===== src/sv/hbd_pkg.sv =====
package hbd_pkg;

   // field and state widths
   localparam int SAMPLE_BITS   = 10;
   localparam int HISTORY_DEPTH = 10;
   localparam int INTERVAL_BITS = 12;
   localparam int ELAPSED_BITS  = 8;
   localparam int TIME_BITS     = 32;
   localparam int BPM_BITS      = 8;
   localparam int REFRACT_BITS  = 12;
   localparam int LOST_BITS     = 16;

   // register port
   localparam int CSR_ADDR_BITS = 3;
   localparam int CSR_DATA_BITS = 16;

   // history sum and shared divider
   localparam int SUM_BITS      = INTERVAL_BITS + $clog2(HISTORY_DEPTH);
   localparam int DIV_BITS      = (SUM_BITS > 16) ? SUM_BITS : 16;
   localparam int DIV_CNT_BITS  = $clog2(DIV_BITS + 1);
   localparam int HIST_CNT_BITS = $clog2(HISTORY_DEPTH + 1);

   localparam logic [INTERVAL_BITS-1:0] INTERVAL_MAX  = '1;
   localparam logic [DIV_BITS-1:0]      MS_PER_MINUTE = DIV_BITS'(60000);
   localparam logic [BPM_BITS-1:0]      BPM_MAX       = '1;

   // reset values
   localparam logic [SAMPLE_BITS-1:0]   LED_LEVEL_RST     = SAMPLE_BITS'(600);
   localparam logic [REFRACT_BITS-1:0]  REFRACT_RST       = REFRACT_BITS'(250);
   localparam logic [LOST_BITS-1:0]     LOST_RST          = LOST_BITS'(2500);
   localparam logic [SAMPLE_BITS-1:0]   START_THR_RST     = SAMPLE_BITS'(525);
   localparam logic [SAMPLE_BITS-1:0]   REST_LEVEL_RST    = SAMPLE_BITS'(512);
   localparam logic [SAMPLE_BITS-1:0]   PEAK_RST          = SAMPLE_BITS'(512);
   localparam logic [INTERVAL_BITS-1:0] LAST_INTERVAL_RST = INTERVAL_BITS'(600);

   // register indexes
   localparam logic [CSR_ADDR_BITS-1:0] CSR_LED_LEVEL       = CSR_ADDR_BITS'(0);
   localparam logic [CSR_ADDR_BITS-1:0] CSR_REFRACTORY_MS   = CSR_ADDR_BITS'(1);
   localparam logic [CSR_ADDR_BITS-1:0] CSR_LOST_SIGNAL_MS  = CSR_ADDR_BITS'(2);
   localparam logic [CSR_ADDR_BITS-1:0] CSR_START_THRESHOLD = CSR_ADDR_BITS'(3);
   localparam logic [CSR_ADDR_BITS-1:0] CSR_REST_LEVEL      = CSR_ADDR_BITS'(4);

   typedef struct packed {
      logic [SAMPLE_BITS-1:0]  sample;
      logic [ELAPSED_BITS-1:0] elapsed_ms;
   } hbd_req_type;

   typedef struct packed {
      logic [BPM_BITS-1:0]    bpm;
      logic                   beat_start;
      logic                   beat_active;
      logic [SAMPLE_BITS-1:0] level;
      logic                   led_on;
   } hbd_rsp_type;

   // history commands: load pushes (or fills), sum then walks the entries
   typedef struct packed {
      logic                     load;
      logic                     fill;
      logic                     sum;
      logic [INTERVAL_BITS-1:0] interval;
   } hbd_hist_ctl_type;

   typedef struct packed {
      logic                done;
      logic [SUM_BITS-1:0] sum;
   } hbd_hist_sts_type;

endpackage


===== src/sv/hbd_divider.sv =====
module hbd_divider
   import hbd_pkg::*;
(
   input  logic                clock,
   input  logic                reset,
   input  logic                start,
   input  logic [DIV_BITS-1:0] num,
   input  logic [DIV_BITS-1:0] den,
   output logic                done,
   output logic [DIV_BITS-1:0] quo
);

   logic [DIV_BITS-1:0]     rem_ff, rem_in;
   logic [DIV_BITS-1:0]     quo_ff, quo_in;
   logic [DIV_BITS-1:0]     den_ff, den_in;
   logic [DIV_CNT_BITS-1:0] cnt_ff, cnt_in;
   logic                    busy_ff, busy_in;
   logic                    done_ff, done_in;
   logic [DIV_BITS:0]       shifted;
   logic [DIV_BITS:0]       trial;

   // restoring division, one quotient bit a cycle
   always_comb begin
      shifted = {rem_ff, quo_ff[DIV_BITS-1]};
      trial   = shifted - {1'b0, den_ff};
      rem_in  = rem_ff;
      quo_in  = quo_ff;
      den_in  = den_ff;
      cnt_in  = cnt_ff;
      busy_in = busy_ff;
      done_in = 1'b0;
      if (start) begin
         rem_in  = '0;
         quo_in  = num;
         den_in  = den;
         cnt_in  = DIV_CNT_BITS'(DIV_BITS);
         busy_in = 1'b1;
      end else if (busy_ff) begin
         if (shifted >= {1'b0, den_ff}) begin
            rem_in = trial[DIV_BITS-1:0];
            quo_in = {quo_ff[DIV_BITS-2:0], 1'b1};
         end else begin
            rem_in = shifted[DIV_BITS-1:0];
            quo_in = {quo_ff[DIV_BITS-2:0], 1'b0};
         end
         cnt_in = cnt_ff - DIV_CNT_BITS'(1);
         if (cnt_ff == DIV_CNT_BITS'(1)) begin
            busy_in = 1'b0;
            done_in = 1'b1;
         end
      end
   end

   always_ff @(posedge clock) begin
      rem_ff <= rem_in;
      quo_ff <= quo_in;
      den_ff <= den_in;
      if (reset) begin
         cnt_ff  <= '0;
         busy_ff <= 1'b0;
         done_ff <= 1'b0;
      end else begin
         cnt_ff  <= cnt_in;
         busy_ff <= busy_in;
         done_ff <= done_in;
      end
   end

   assign done = done_ff;
   assign quo  = quo_ff;

endmodule


===== src/sv/hbd_history.sv =====
module hbd_history
   import hbd_pkg::*;
(
   input  logic             clock,
   input  logic             reset,
   input  hbd_hist_ctl_type ctl,
   output hbd_hist_sts_type sts
);

   logic [INTERVAL_BITS-1:0] hist_ff [HISTORY_DEPTH];
   logic [INTERVAL_BITS-1:0] hist_in [HISTORY_DEPTH];
   logic [SUM_BITS-1:0]      acc_ff, acc_in;
   logic [HIST_CNT_BITS-1:0] cnt_ff, cnt_in;
   logic                     busy_ff, busy_in;
   logic                     done_ff, done_in;

   // sum walks the line by rotating it once through the adder
   always_comb begin
      hist_in = hist_ff;
      acc_in  = acc_ff;
      cnt_in  = cnt_ff;
      busy_in = busy_ff;
      done_in = 1'b0;
      if (ctl.load) begin
         for (int i = 0; i < HISTORY_DEPTH; i++) begin
            if (ctl.fill || i == HISTORY_DEPTH - 1) begin
               hist_in[i] = ctl.interval;
            end else begin
               hist_in[i] = hist_ff[i+1];
            end
         end
         acc_in  = '0;
         cnt_in  = HIST_CNT_BITS'(HISTORY_DEPTH);
         busy_in = ctl.sum;
      end else if (busy_ff) begin
         for (int i = 0; i < HISTORY_DEPTH - 1; i++) begin
            hist_in[i] = hist_ff[i+1];
         end
         hist_in[HISTORY_DEPTH-1] = hist_ff[0];
         acc_in = acc_ff + SUM_BITS'(hist_ff[0]);
         cnt_in = cnt_ff - HIST_CNT_BITS'(1);
         if (cnt_ff == HIST_CNT_BITS'(1)) begin
            busy_in = 1'b0;
            done_in = 1'b1;
         end
      end
   end

   always_ff @(posedge clock) begin
      acc_ff <= acc_in;
      if (reset) begin
         hist_ff <= '{default: '0};
         cnt_ff  <= '0;
         busy_ff <= 1'b0;
         done_ff <= 1'b0;
      end else begin
         hist_ff <= hist_in;
         cnt_ff  <= cnt_in;
         busy_ff <= busy_in;
         done_ff <= done_in;
      end
   end

   assign sts.done = done_ff;
   assign sts.sum  = acc_ff;

endmodule


===== src/sv/heartbeat_bpm_detector.sv =====
// heartbeat detector with adaptive threshold and bpm estimate
// req channel: one item is a pulse sample plus the ms elapsed since the previous
// sample; rsp channel: one item per request with bpm, beat flags, the current
// threshold and the led indicator. csr port: plain write, index selects the
// register (led level, refractory ms, lost-signal ms, start threshold, rest level)
// sequence: an item with no new beat passes through DIFF, TEST, APPLY, FINISH
// and OUT; the first beat after reset or signal loss goes from APPLY straight
// to OUT; an item that records any later beat also passes SUM, MEAN and RATE,
// where the history adder walks all entries and two passes of the
// one-bit-a-cycle divider compute the mean interval, then 60000 / mean; a zero
// mean skips the second pass
// throughput: one item at a time; req_ready is high only while the sequencer
// waits for an item, so the next item is taken only after the previous result
// stall: the result sits in an output register; a new item is accepted while it
// waits, and that item's result is held back until the register is taken
// reset: registers return to defaults, threshold to the start level, history
// to zero, bpm to 0; no clearing pass, req_ready rises once reset drops
module heartbeat_bpm_detector
   import hbd_pkg::*;
(
   input  logic                     clock,
   input  logic                     reset,
   input  logic                     req_valid,
   output logic                     req_ready,
   input  hbd_req_type              req_data,
   output logic                     rsp_valid,
   input  logic                     rsp_ready,
   output hbd_rsp_type              rsp_data,
   input  logic                     csr_we,
   input  logic [CSR_ADDR_BITS-1:0] csr_addr,
   input  logic [CSR_DATA_BITS-1:0] csr_wdata
);

   typedef enum logic [3:0] {
      ST_IDLE,    // wait for an item
      ST_DIFF,    // time since last beat
      ST_TEST,    // all compares against old state
      ST_APPLY,   // peak, trough, beat start, history update
      ST_SUM,     // history adder walks the entries
      ST_MEAN,    // divider: sum / depth
      ST_RATE,    // divider: 60000 / mean
      ST_FINISH,  // end of beat and lost signal
      ST_OUT      // hand the item to the output register
   } state_type;

   typedef struct packed {
      logic past_frac;
      logic gt_thr;
      logic lt_thr;
      logic lt_trough;
      logic gt_peak;
      logic gt_refract;
      logic gt_lost;
   } test_flags_type;

   state_type                state_ff, state_in;

   // configuration
   logic [SAMPLE_BITS-1:0]   led_level_ff, led_level_in;
   logic [REFRACT_BITS-1:0]  refract_ff, refract_in;
   logic [LOST_BITS-1:0]     lost_ff, lost_in;
   logic [SAMPLE_BITS-1:0]   rest_level_ff, rest_level_in;

   // detector state
   logic [SAMPLE_BITS-1:0]   thr_ff, thr_in;
   logic [SAMPLE_BITS-1:0]   peak_ff, peak_in;
   logic [SAMPLE_BITS-1:0]   trough_ff, trough_in;
   logic [INTERVAL_BITS-1:0] last_int_ff, last_int_in;
   logic [TIME_BITS-1:0]     ms_ff, ms_in;
   logic [TIME_BITS-1:0]     last_beat_ff, last_beat_in;
   logic                     in_beat_ff, in_beat_in;
   logic                     first_ff, first_in;
   logic                     second_ff, second_in;
   logic [BPM_BITS-1:0]      bpm_ff, bpm_in;
   logic                     led_ff, led_in;

   // per-item working registers
   logic [SAMPLE_BITS-1:0]   sample_ff, sample_in;
   logic [TIME_BITS-1:0]     n_ff, n_in;
   test_flags_type           flags_ff, flags_in;
   logic                     started_ff, started_in;

   // result register
   logic                     rsp_valid_ff, rsp_valid_in;
   hbd_rsp_type              rsp_data_ff, rsp_data_in;

   // shared units
   hbd_hist_ctl_type         hist_ctl;
   hbd_hist_sts_type         hist_sts;
   logic                     div_start;
   logic [DIV_BITS-1:0]      div_num;
   logic [DIV_BITS-1:0]      div_den;
   logic                     div_done;
   logic [DIV_BITS-1:0]      div_quo;

   // combinational helpers
   logic [TIME_BITS+2:0]     n_x5;
   logic [INTERVAL_BITS+1:0] li_x3;
   logic [INTERVAL_BITS-1:0] interval_sat;
   logic                     beat;
   logic signed [SAMPLE_BITS:0] mid_diff;
   logic signed [SAMPLE_BITS:0] mid_round;
   logic signed [SAMPLE_BITS:0] mid_half;
   logic [SAMPLE_BITS-1:0]   mid;

   hbd_history u_history (
      .clock (clock),
      .reset (reset),
      .ctl   (hist_ctl),
      .sts   (hist_sts)
   );

   hbd_divider u_divider (
      .clock (clock),
      .reset (reset),
      .start (div_start),
      .num   (div_num),
      .den   (div_den),
      .done  (div_done),
      .quo   (div_quo)
   );

   always_comb begin
      // 5*n against 3*last interval, exact
      n_x5  = {3'b000, n_ff} + {1'b0, n_ff, 2'b00};
      li_x3 = {2'b00, last_int_ff} + {1'b0, last_int_ff, 1'b0};

      interval_sat = (n_ff > TIME_BITS'(INTERVAL_MAX)) ? INTERVAL_MAX
                                                       : n_ff[INTERVAL_BITS-1:0];
      beat = flags_ff.gt_refract && flags_ff.gt_thr && !in_beat_ff && flags_ff.past_frac;

      // midpoint trough + (peak - trough) / 2, halving toward zero
      mid_diff  = $signed({1'b0, peak_ff}) - $signed({1'b0, trough_ff});
      mid_round = mid_diff + $signed({{SAMPLE_BITS{1'b0}}, mid_diff[SAMPLE_BITS]});
      mid_half  = mid_round >>> 1;
      mid       = trough_ff + mid_half[SAMPLE_BITS-1:0];
   end

   always_comb begin
      state_in      = state_ff;
      led_level_in  = led_level_ff;
      refract_in    = refract_ff;
      lost_in       = lost_ff;
      rest_level_in = rest_level_ff;
      thr_in        = thr_ff;
      peak_in       = peak_ff;
      trough_in     = trough_ff;
      last_int_in   = last_int_ff;
      ms_in         = ms_ff;
      last_beat_in  = last_beat_ff;
      in_beat_in    = in_beat_ff;
      first_in      = first_ff;
      second_in     = second_ff;
      bpm_in        = bpm_ff;
      led_in        = led_ff;
      sample_in     = sample_ff;
      n_in          = n_ff;
      flags_in      = flags_ff;
      started_in    = started_ff;
      rsp_data_in   = rsp_data_ff;
      rsp_valid_in  = rsp_valid_ff && !rsp_ready;

      hist_ctl          = '0;
      hist_ctl.interval = interval_sat;
      div_start         = 1'b0;
      div_num           = MS_PER_MINUTE;
      div_den           = div_quo;

      // register writes, taken only while idle by contract; the block does not enforce it
      if (csr_we) begin
         case (csr_addr)
            CSR_LED_LEVEL:       led_level_in  = csr_wdata[SAMPLE_BITS-1:0];
            CSR_REFRACTORY_MS:   refract_in    = csr_wdata[REFRACT_BITS-1:0];
            CSR_LOST_SIGNAL_MS:  lost_in       = csr_wdata[LOST_BITS-1:0];
            // start threshold only matters at reset, which restores its default
            CSR_START_THRESHOLD: ;
            CSR_REST_LEVEL:      rest_level_in = csr_wdata[SAMPLE_BITS-1:0];
            default: ;
         endcase
      end

      case (state_ff)
         ST_IDLE: begin
            if (req_valid) begin
               sample_in  = req_data.sample;
               ms_in      = ms_ff + TIME_BITS'(req_data.elapsed_ms);
               started_in = 1'b0;
               // led hysteresis: equal level holds
               if (req_data.sample > led_level_ff) begin
                  led_in = 1'b1;
               end else if (req_data.sample < led_level_ff) begin
                  led_in = 1'b0;
               end
               state_in = ST_DIFF;
            end
         end
         ST_DIFF: begin
            n_in     = ms_ff - last_beat_ff;
            state_in = ST_TEST;
         end
         ST_TEST: begin
            flags_in.past_frac  = n_x5 > (TIME_BITS+3)'(li_x3);
            flags_in.gt_thr     = sample_ff > thr_ff;
            flags_in.lt_thr     = sample_ff < thr_ff;
            flags_in.lt_trough  = sample_ff < trough_ff;
            flags_in.gt_peak    = sample_ff > peak_ff;
            flags_in.gt_refract = n_ff > TIME_BITS'(refract_ff);
            flags_in.gt_lost    = n_ff > TIME_BITS'(lost_ff);
            state_in = ST_APPLY;
         end
         ST_APPLY: begin
            if (flags_ff.lt_thr && flags_ff.past_frac && flags_ff.lt_trough) begin
               trough_in = sample_ff;
            end
            if (flags_ff.gt_thr && flags_ff.gt_peak) begin
               peak_in = sample_ff;
            end
            started_in = beat;
            if (beat) begin
               in_beat_in   = 1'b1;
               last_int_in  = interval_sat;
               last_beat_in = ms_ff;
               // second flag fills the whole history; a first beat skips the rest
               hist_ctl.load = second_ff || !first_ff;
               hist_ctl.fill = second_ff;
               hist_ctl.sum  = !first_ff;
               second_in     = first_ff;
               first_in      = 1'b0;
               state_in      = first_ff ? ST_OUT : ST_SUM;
            end else begin
               state_in = ST_FINISH;
            end
         end
         ST_SUM: begin
            if (hist_sts.done) begin
               div_start = 1'b1;
               div_num   = DIV_BITS'(hist_sts.sum);
               div_den   = DIV_BITS'(HISTORY_DEPTH);
               state_in  = ST_MEAN;
            end
         end
         ST_MEAN: begin
            if (div_done) begin
               if (div_quo == '0) begin
                  // zero mean interval saturates
                  bpm_in   = BPM_MAX;
                  state_in = ST_FINISH;
               end else begin
                  div_start = 1'b1;
                  state_in  = ST_RATE;
               end
            end
         end
         ST_RATE: begin
            if (div_done) begin
               bpm_in   = (div_quo > DIV_BITS'(BPM_MAX)) ? BPM_MAX
                                                         : div_quo[BPM_BITS-1:0];
               state_in = ST_FINISH;
            end
         end
         ST_FINISH: begin
            // end of beat: threshold to the peak/trough midpoint
            if (flags_ff.lt_thr && in_beat_ff) begin
               in_beat_in = 1'b0;
               thr_in     = mid;
               peak_in    = mid;
               trough_in  = mid;
            end
            // lost signal overrides everything above
            if (flags_ff.gt_lost) begin
               thr_in       = rest_level_ff;
               peak_in      = rest_level_ff;
               trough_in    = rest_level_ff;
               last_beat_in = ms_ff;
               first_in     = 1'b1;
               second_in    = 1'b1;
               bpm_in       = '0;
            end
            state_in = ST_OUT;
         end
         ST_OUT: begin
            if (!rsp_valid_ff || rsp_ready) begin
               rsp_valid_in            = 1'b1;
               rsp_data_in.bpm         = bpm_ff;
               rsp_data_in.beat_start  = started_ff;
               rsp_data_in.beat_active = in_beat_ff;
               rsp_data_in.level       = thr_ff;
               rsp_data_in.led_on      = led_ff;
               state_in                = ST_IDLE;
            end
         end
         default: begin
            state_in = ST_IDLE;
         end
      endcase
   end

   always_ff @(posedge clock) begin
      sample_ff   <= sample_in;
      n_ff        <= n_in;
      flags_ff    <= flags_in;
      started_ff  <= started_in;
      rsp_data_ff <= rsp_data_in;
      if (reset) begin
         state_ff      <= ST_IDLE;
         led_level_ff  <= LED_LEVEL_RST;
         refract_ff    <= REFRACT_RST;
         lost_ff       <= LOST_RST;
         rest_level_ff <= REST_LEVEL_RST;
         thr_ff        <= START_THR_RST;
         peak_ff       <= PEAK_RST;
         trough_ff     <= PEAK_RST;
         last_int_ff   <= LAST_INTERVAL_RST;
         ms_ff         <= '0;
         last_beat_ff  <= '0;
         in_beat_ff    <= 1'b0;
         first_ff      <= 1'b1;
         second_ff     <= 1'b0;
         bpm_ff        <= '0;
         led_ff        <= 1'b0;
         rsp_valid_ff  <= 1'b0;
      end else begin
         state_ff      <= state_in;
         led_level_ff  <= led_level_in;
         refract_ff    <= refract_in;
         lost_ff       <= lost_in;
         rest_level_ff <= rest_level_in;
         thr_ff        <= thr_in;
         peak_ff       <= peak_in;
         trough_ff     <= trough_in;
         last_int_ff   <= last_int_in;
         ms_ff         <= ms_in;
         last_beat_ff  <= last_beat_in;
         in_beat_ff    <= in_beat_in;
         first_ff      <= first_in;
         second_ff     <= second_in;
         bpm_ff        <= bpm_in;
         led_ff        <= led_in;
         rsp_valid_ff  <= rsp_valid_in;
      end
   end

   assign req_ready = (state_ff == ST_IDLE) && !reset;
   assign rsp_valid = rsp_valid_ff;
   assign rsp_data  = rsp_data_ff;

`ifndef NO_ASSERTIONS
   // divider results only arrive while the sequencer waits for them
   a_div_done_state: assert property (@(posedge clock) disable iff (reset)
      div_done |-> (state_ff == ST_MEAN || state_ff == ST_RATE))
      else $error("divider finished outside a divide step");

   // history sum only completes during the sum step
   a_hist_done_state: assert property (@(posedge clock) disable iff (reset)
      hist_sts.done |-> (state_ff == ST_SUM))
      else $error("history sum finished outside the sum step");

   // a beat that starts cannot end on the same item
   a_start_in_beat: assert property (@(posedge clock) disable iff (reset)
      (rsp_valid_ff && rsp_data_ff.beat_start) |-> rsp_data_ff.beat_active)
      else $error("beat start reported without an active beat");
`endif

endmodule

===== config.mk =====
export PLATFORM = sky130hd
export DESIGN_NAME = heartbeat_bpm_detector
export DESIGN_NICKNAME = d
export VERILOG_FILES = /design/src/sv/hbd_pkg.sv /design/src/sv/hbd_divider.sv /design/src/sv/hbd_history.sv /design/src/sv/heartbeat_bpm_detector.sv
export SDC_FILE = /design/constraint.sdc
export NUM_CORES = 1
export LEC_CHECK = 0
export BUFFER_PORTS_ARGS = -buffer_cell sky130_fd_sc_hd__buf_2
export CAP_MARGIN = 20
export CORE_ASPECT_RATIO = 0.8
export CORE_MARGIN = 2
export CORE_UTILIZATION = 40
export CTS_CLUSTER_SIZE = 8
export DETAILED_ROUTE_END_ITERATION = 16
export GPL_TIMING_DRIVEN = 1
export SETUP_SLACK_MARGIN = 0.5
export SYNTH_ARGS = -nofsm -noshare
export SYNTH_HDL_FRONTEND = slang
export SYNTH_SLANG_ARGS = --single-unit

===== constraint.sdc =====
create_clock -name clock -period 5.35 [get_ports clock]
set_input_delay 0.535 -clock clock [delete_from_list [all_inputs] [get_ports clock]]
set_output_delay 0.535 -clock clock [all_outputs]
set_load 0.01 [all_outputs]

# Yosys cells after proc, flatten, opt, wreduce, memory -nomap -nowiden
# Cells that the tools add are included.
[totals]
regBits = 439
elab_cells = 226
in_bits = 42
[classes]
n_eq_ne = 25
n_reduce_logical = 46
n_addsub = 11
mux = 76
magnitude_cmp = 12
bitwise = 2
[ops]
columns = ["operator", "n"]
rows = [
  ["$mux 120", 2],
  ["$mux 12", 10],
  ["$mux 16", 7],
  ["$mux 32", 2],
  ["$pmux 32 s2", 1],
  ["$mux 10", 4],
  ["$mux 8", 5],
  ["$pmux 10 s2", 2],
  ["$mux 4", 9],
  ["$pmux 4 s9", 1],
  ["$add 32x34->35", 1],
  ["$gt 35x14->1", 1],
  ["$add 32x8->32", 1],
  ["$gt 32x12->1", 1],
  ["$gt 32x12->1 const B", 1],
  ["$gt 32x16->1", 1],
  ["$sub 32x32->32", 1],
  ["$gt 10x10->1", 3],
  ["$lt 10x10->1", 3],
  ["$pmux 8 s3", 1],
  ["$mux 1", 23],
  ["$reduce_and 2->1", 9],
  ["$ge 17x16->1", 1],
  ["$add 16x12->16", 1],
  ["35 further kinds", 81],
]

# Longest topological paths before layout
[depth]
depth_word = 7
ltp_mapped = 24
depth_no_buf = 24

# Modules after synthesis
# Synthesis repeated with hierarchy kept, for this count alone.
[unflattened]
hier_cells = 2952
hier_area_um2 = 25369.3
[modules_own_cells]
columns = ["mod", "seq_area_each_um2", "instances", "area_per_inst_um2", "cells_per_inst"]
rows = [
  ["heartbeat_bpm_detector", 5555.3, 1, 16164.3, 1936],
  ["hbd_history", 2842.7, 1, 6125.9, 726],
  ["hbd_divider", 1421.4, 1, 3079.2, 290],
]

# Least setup slack after synthesis
# OpenSTA, ideal clock, no wires.
[synth_timing]
path_type = "flip-flop to flip-flop"
start = "register last_int_ff[1]"
end = "register flags_ff[6] (netlist name), data pin"
path_stages_with_launch = 21
t_arrival_ns = 4.337
setup_time_ns = 0.272
t_required_ns = 5.078
setup_slack_ns = 0.741
n_path_buf = 0
cell_sequence = "dfxtp_1 ha_1 fa_1 a21o_1 a21oi_1 o21bai_1 a21oi_1 o21bai_1 a21oi_1 o21bai_1 a21o_1 xor2_1 ha_1 nand4_1 nor2_1 nor4_1 a31oi_1 a2111oi_0 nand4b_1 or4_1 or4_1"
[synth_via]
elab_chain_len = 2
[synth_lines]
columns = ["item", "line_no", "rtl"]
rows = [
  ["start, declared", "heartbeat_bpm_detector.sv:68", "logic [INTERVAL_BITS-1:0] last_int_ff, last_int_in;"],
  ["start signal, assigned", "heartbeat_bpm_detector.sv:331", "last_int_ff <= last_int_in;"],
  ["$add 12x13->14", "heartbeat_bpm_detector.sv:126", "li_x3 = {2'b00, last_int_ff} + {1'b0, last_int_ff, 1'b0};"],
  ["$gt 35x14->1", "heartbeat_bpm_detector.sv:202", "flags_in.past_frac = n_x5 > (TIME_BITS+3)'(li_x3);"],
  ["end signal, assigned", "heartbeat_bpm_detector.sv:301", "flags_ff <= flags_in;"],
  ["end, declared", "heartbeat_bpm_detector.sv:80", "test_flags_type flags_ff, flags_in;"],
]
# Every way passes these cells.
# A chain may end at the register's enable or synchronous reset.

# Worst setup path in the final report
[layout_timing]
start = "register last_int_ff[0]"
end = "register flags_ff[6] (netlist name), data pin"
# Same word-level chain as after synthesis.

==> results_dict.tcl <==
set metrics [dict create \
    placedCellCount 3682 \
    root_buffer "clkbuf_16" \
    cts_inserted_buffers 61 \
    clk_pin_slew_worst_paths_ps 60 \
    clock_skew_ps 75.26 \
    min_path_type "primary input to flop" \
    cp.arrival_ps 5110 \
    final_cells 3782 \
    layout-drive-gt1-share_pct 7.588 \
    cts_tree "yes" \
    place_area_mm2 0.02586 \
    area_growth_pct 12.04 \
    wl_per_cell_um 15.98 \
    clock-sinks 439 \
    globalplace.congestion 0.8897 \
    ant_nets 0 \
    timing.final.hold_violations 0 \
    synth_xor_area_share_pct 4.118 \
    clockBufferDepth 3 \
    synth-simple-area-share_pct 17.74 \
    drc 0 \
    final_area_mm2 0.02778 \
    synth-edff-count 103 \
    initial_utilization_pct 40.50 \
    met2_wirelength_um 26880 \
    endpoint_kind "flop" \
    fmax_mhz 208.4 \
    die_y_um 226.7 \
    grt_pass1_wl_um 101100 \
    yosysMostFrequentCell "nand2_1" \
    slew_viol_final 0 \
    synth.cell_area_mm2 0.02479 \
    setup_tns_ps 0 \
    worstSkewPairLatency_ps 650 \
    synthMuxAreaShare_pct 1.014 \
    status "finished, final reports clean" \
    ys_top_cells_by_count "nand2_1 (357), a21oi_1 (348), dfxtp_1 (336)" \
    grt_setup_unrepaired "yes" \
    dr.max_layer_used "met4" \
    p_leak_nw 10.56 \
    synthAdderAreaFrac_pct 11.55 \
    rows 81 \
    dieWidth_um 282.4 \
    fin_ws_ps 552.0 \
    m1WireLength_um 29740 \
    final_core_util_pct 45.38 \
    overflow 0 \
    grt_use_total_pct 19.06 \
    ir_drop_mv 0.3117 \
    cap_viol_max_count 0 \
    ys_seq_area_share_pct 39.60 \
    cts.hold.buffers_added 0 \
    ys_seq_elements 439 \
    core_mm2 0.06121 \
    p_per_area_mw_per_mm2 338.8 \
    drtPass1Iterations 5 \
    wl_met3_um 2345 \
    synth_cell_type_count 82 \
    min_period_ps 4798 \
    async_reset_ff_share_pct 0 \
    critPathKind "flop to flop" \
    grt_max_degree 146 \
    finalNetCount 3188 \
    synth_top_family_by_area "compound AO/OA/AOI/OAI gates" \
    dieArea_mm2 0.06400 \
    setup_viol 0 \
    relSlewSlack_pct 27.87 \
    yosysTopAreaCell "dfxtp_1" \
    num_vias 20560 \
    crit_required_ps 5660 \
    htree_levels 2 \
    dpl_worst_slack_ps 255.7 \
    syn-num-nets 3172 \
    port_buffers 64 \
    netlist_top_cells_area "dfxtp_1 (27%), edfxtp_1 (12%), ha_1 (11%)" \
    cp_max_fo 3 \
    synth_top_area_share_pct 27.13 \
    viasPerCell 5.436 \
    dp_hpwl_um 42590 \
    period_share_pct 89.68 \
    yosys_warnings 0 \
    syn_avg_cell_area_um2 8.532 \
    wirelength_um 60450 \
    synth-main-ff-cell "dfxtp_1" \
    num_antenna_cells 0 \
    crit_path_start_kind "flop" \
    drt_iter0_drc 1344 \
    synth_compound_area_share_pct 20.96 \
    antenna_found_initial 0 \
    tightest_slew_ps 1082 \
    netlist_instances 2906 \
    nFillCells 5991 \
    io_pins 65 \
    grt_pass1_vias 20010 \
]
path summary, 6_finish.rpt:
path | endpoint | slack, ps | cells after the start | startpoint
setup / recovery | flags_ff[6] | 550 | 21 | last_int_ff[0]
hold reg to reg | rsp_data[12] | 430 | 0 | started_ff
hold / removal | sample_ff[0] | 90 | 1 | req_data[8]
setup reg to reg | flags_ff[6] | 550 | 21 | last_int_ff[0]
cells by family (layout without fill, tap and decap cells):
logic type / after synthesis / count (layout)
AO/OA/AOI/OAI: 828 / 828
AND/OR/NAND/NOR: 948 / 948
buffers and inverters: 327 / 373
multiplexers: 25 / 25
adder cells (fa/ha/maj): 224 / 224
flip-flops: 439 / 439
XOR/XNOR: 115 / 115
power breakdown:
group	leakage (nW)	total, mW	internal, mW	switching [mW]
Sequential	3.65	3.73	3.57	0.157
Combinational	6.08	2.13	0.904	1.23
Clock	0.825	3.55	2.09	1.46
cells in the final DEF, fill, tap and decap left out, types with 9 or more instances in the layout:
cell	n
xnor2_1	73
clkbuf_1	27
nand2b_1	19
o2111ai_1	9
nor2_1	222
a211oi_1	49
or4_1	9
mux2i_1	24
and3_1	16
nor4_1	20
buf_2	63
nand3_1	41
nor3_1	92
o21ai_0	106
o211ai_1	82
clkbuf_16	61
nand4_1	30
a211o_1	13
buf_4	26
or3_1	23
nor2b_1	39
nand2_1	357
inv_1	184
o21ai_1	9
ha_1	215
or2_2	9
o21a_1	31
a21oi_1	340
a21oi_2	10
xor2_1	38
nand3b_1	24
dfxtp_1	333
o31ai_1	13
a31oi_1	20
and2_1	19
a21o_1	45
edfxtp_1	103
o21bai_1	16
area by class of cell:
cell class | count | area (µm²) | area share (%)
multi-input cells | 2140 | 13890 | 50.00
inverters | 187 | 701.9 | 2.527
well taps | 830 | 1039 | 3.738
clock inverters | 4 | 97.59 | 0.3513
clock buffers | 89 | 1642 | 5.909
flip-flops and latches | 439 | 9823 | 35.36
repair buffers | 93 | 588.1 | 2.117
per-stage QoR:
step / power (mW) / hold slack [ps]
2_1_floorplan: 5.369 / 400.3
3_3_place_gp: 5.832 / 410.9
4_1_cts: 9.480 / 57.56
3_5_place_dp: 5.869 / 410.8
6_report: 9.413 / 92.72
5_1_grt: 9.945 / 70.24
worst max-delay path: stages, from the launching register on:
cell and delay [ps]:
dfxtp_1 330, ha_1 240, fa_2 360, a21o_1 180, a21oi_2 180, o21bai_1 110, a21oi_2 150, o21bai_1 90
a21oi_2 180, o21bai_1 80, a21o_1 190, xor2_1 140, ha_1 290, nand4_1 140, nor2_1 150, a41oi_1 120
nor2_1 110, a31oi_1 70, a2111oi_2 220, nand4b_1 130, or4_1 470, or4_1 520
registers in the layout, indices dropped and copies added, names as in the netlist, 4 cells and up:
name / cells
bpm_ff: 8
flags_ff: 7
last_beat_ff: 32
last_int_ff: 12
led_level_ff: 10
lost_ff: 16
ms_ff: 32
n_ff: 32
peak_ff: 10
refract_ff: 12
rest_level_ff: 10
rsp_data: 21
sample_ff: 10
state_ff: 4
thr_ff: 10
trough_ff: 10
u_divider.cnt_ff: 5
u_divider.den_ff: 16
u_divider.quo: 16
u_divider.rem_ff: 16
u_history.acc_ff: 16
u_history.cnt_ff: 4
u_history.hist_ff: 120
routing by layer:
metal  global-route usage [%]  vias up
met5                        0        -
li1                         -    10380
met4                    5.854        0
met2                    30.71      385
met3                    2.483      104
met1                    26.51     9694
what timing repair did:
item / CTS / global route
setup endpoints to repair: 2 / 10
pin swaps: 4 / 4
gates resized for setup: 9 / 19
setup buffers: 2 / 2
No activity file was read; power rests on OpenSTA's default activity.
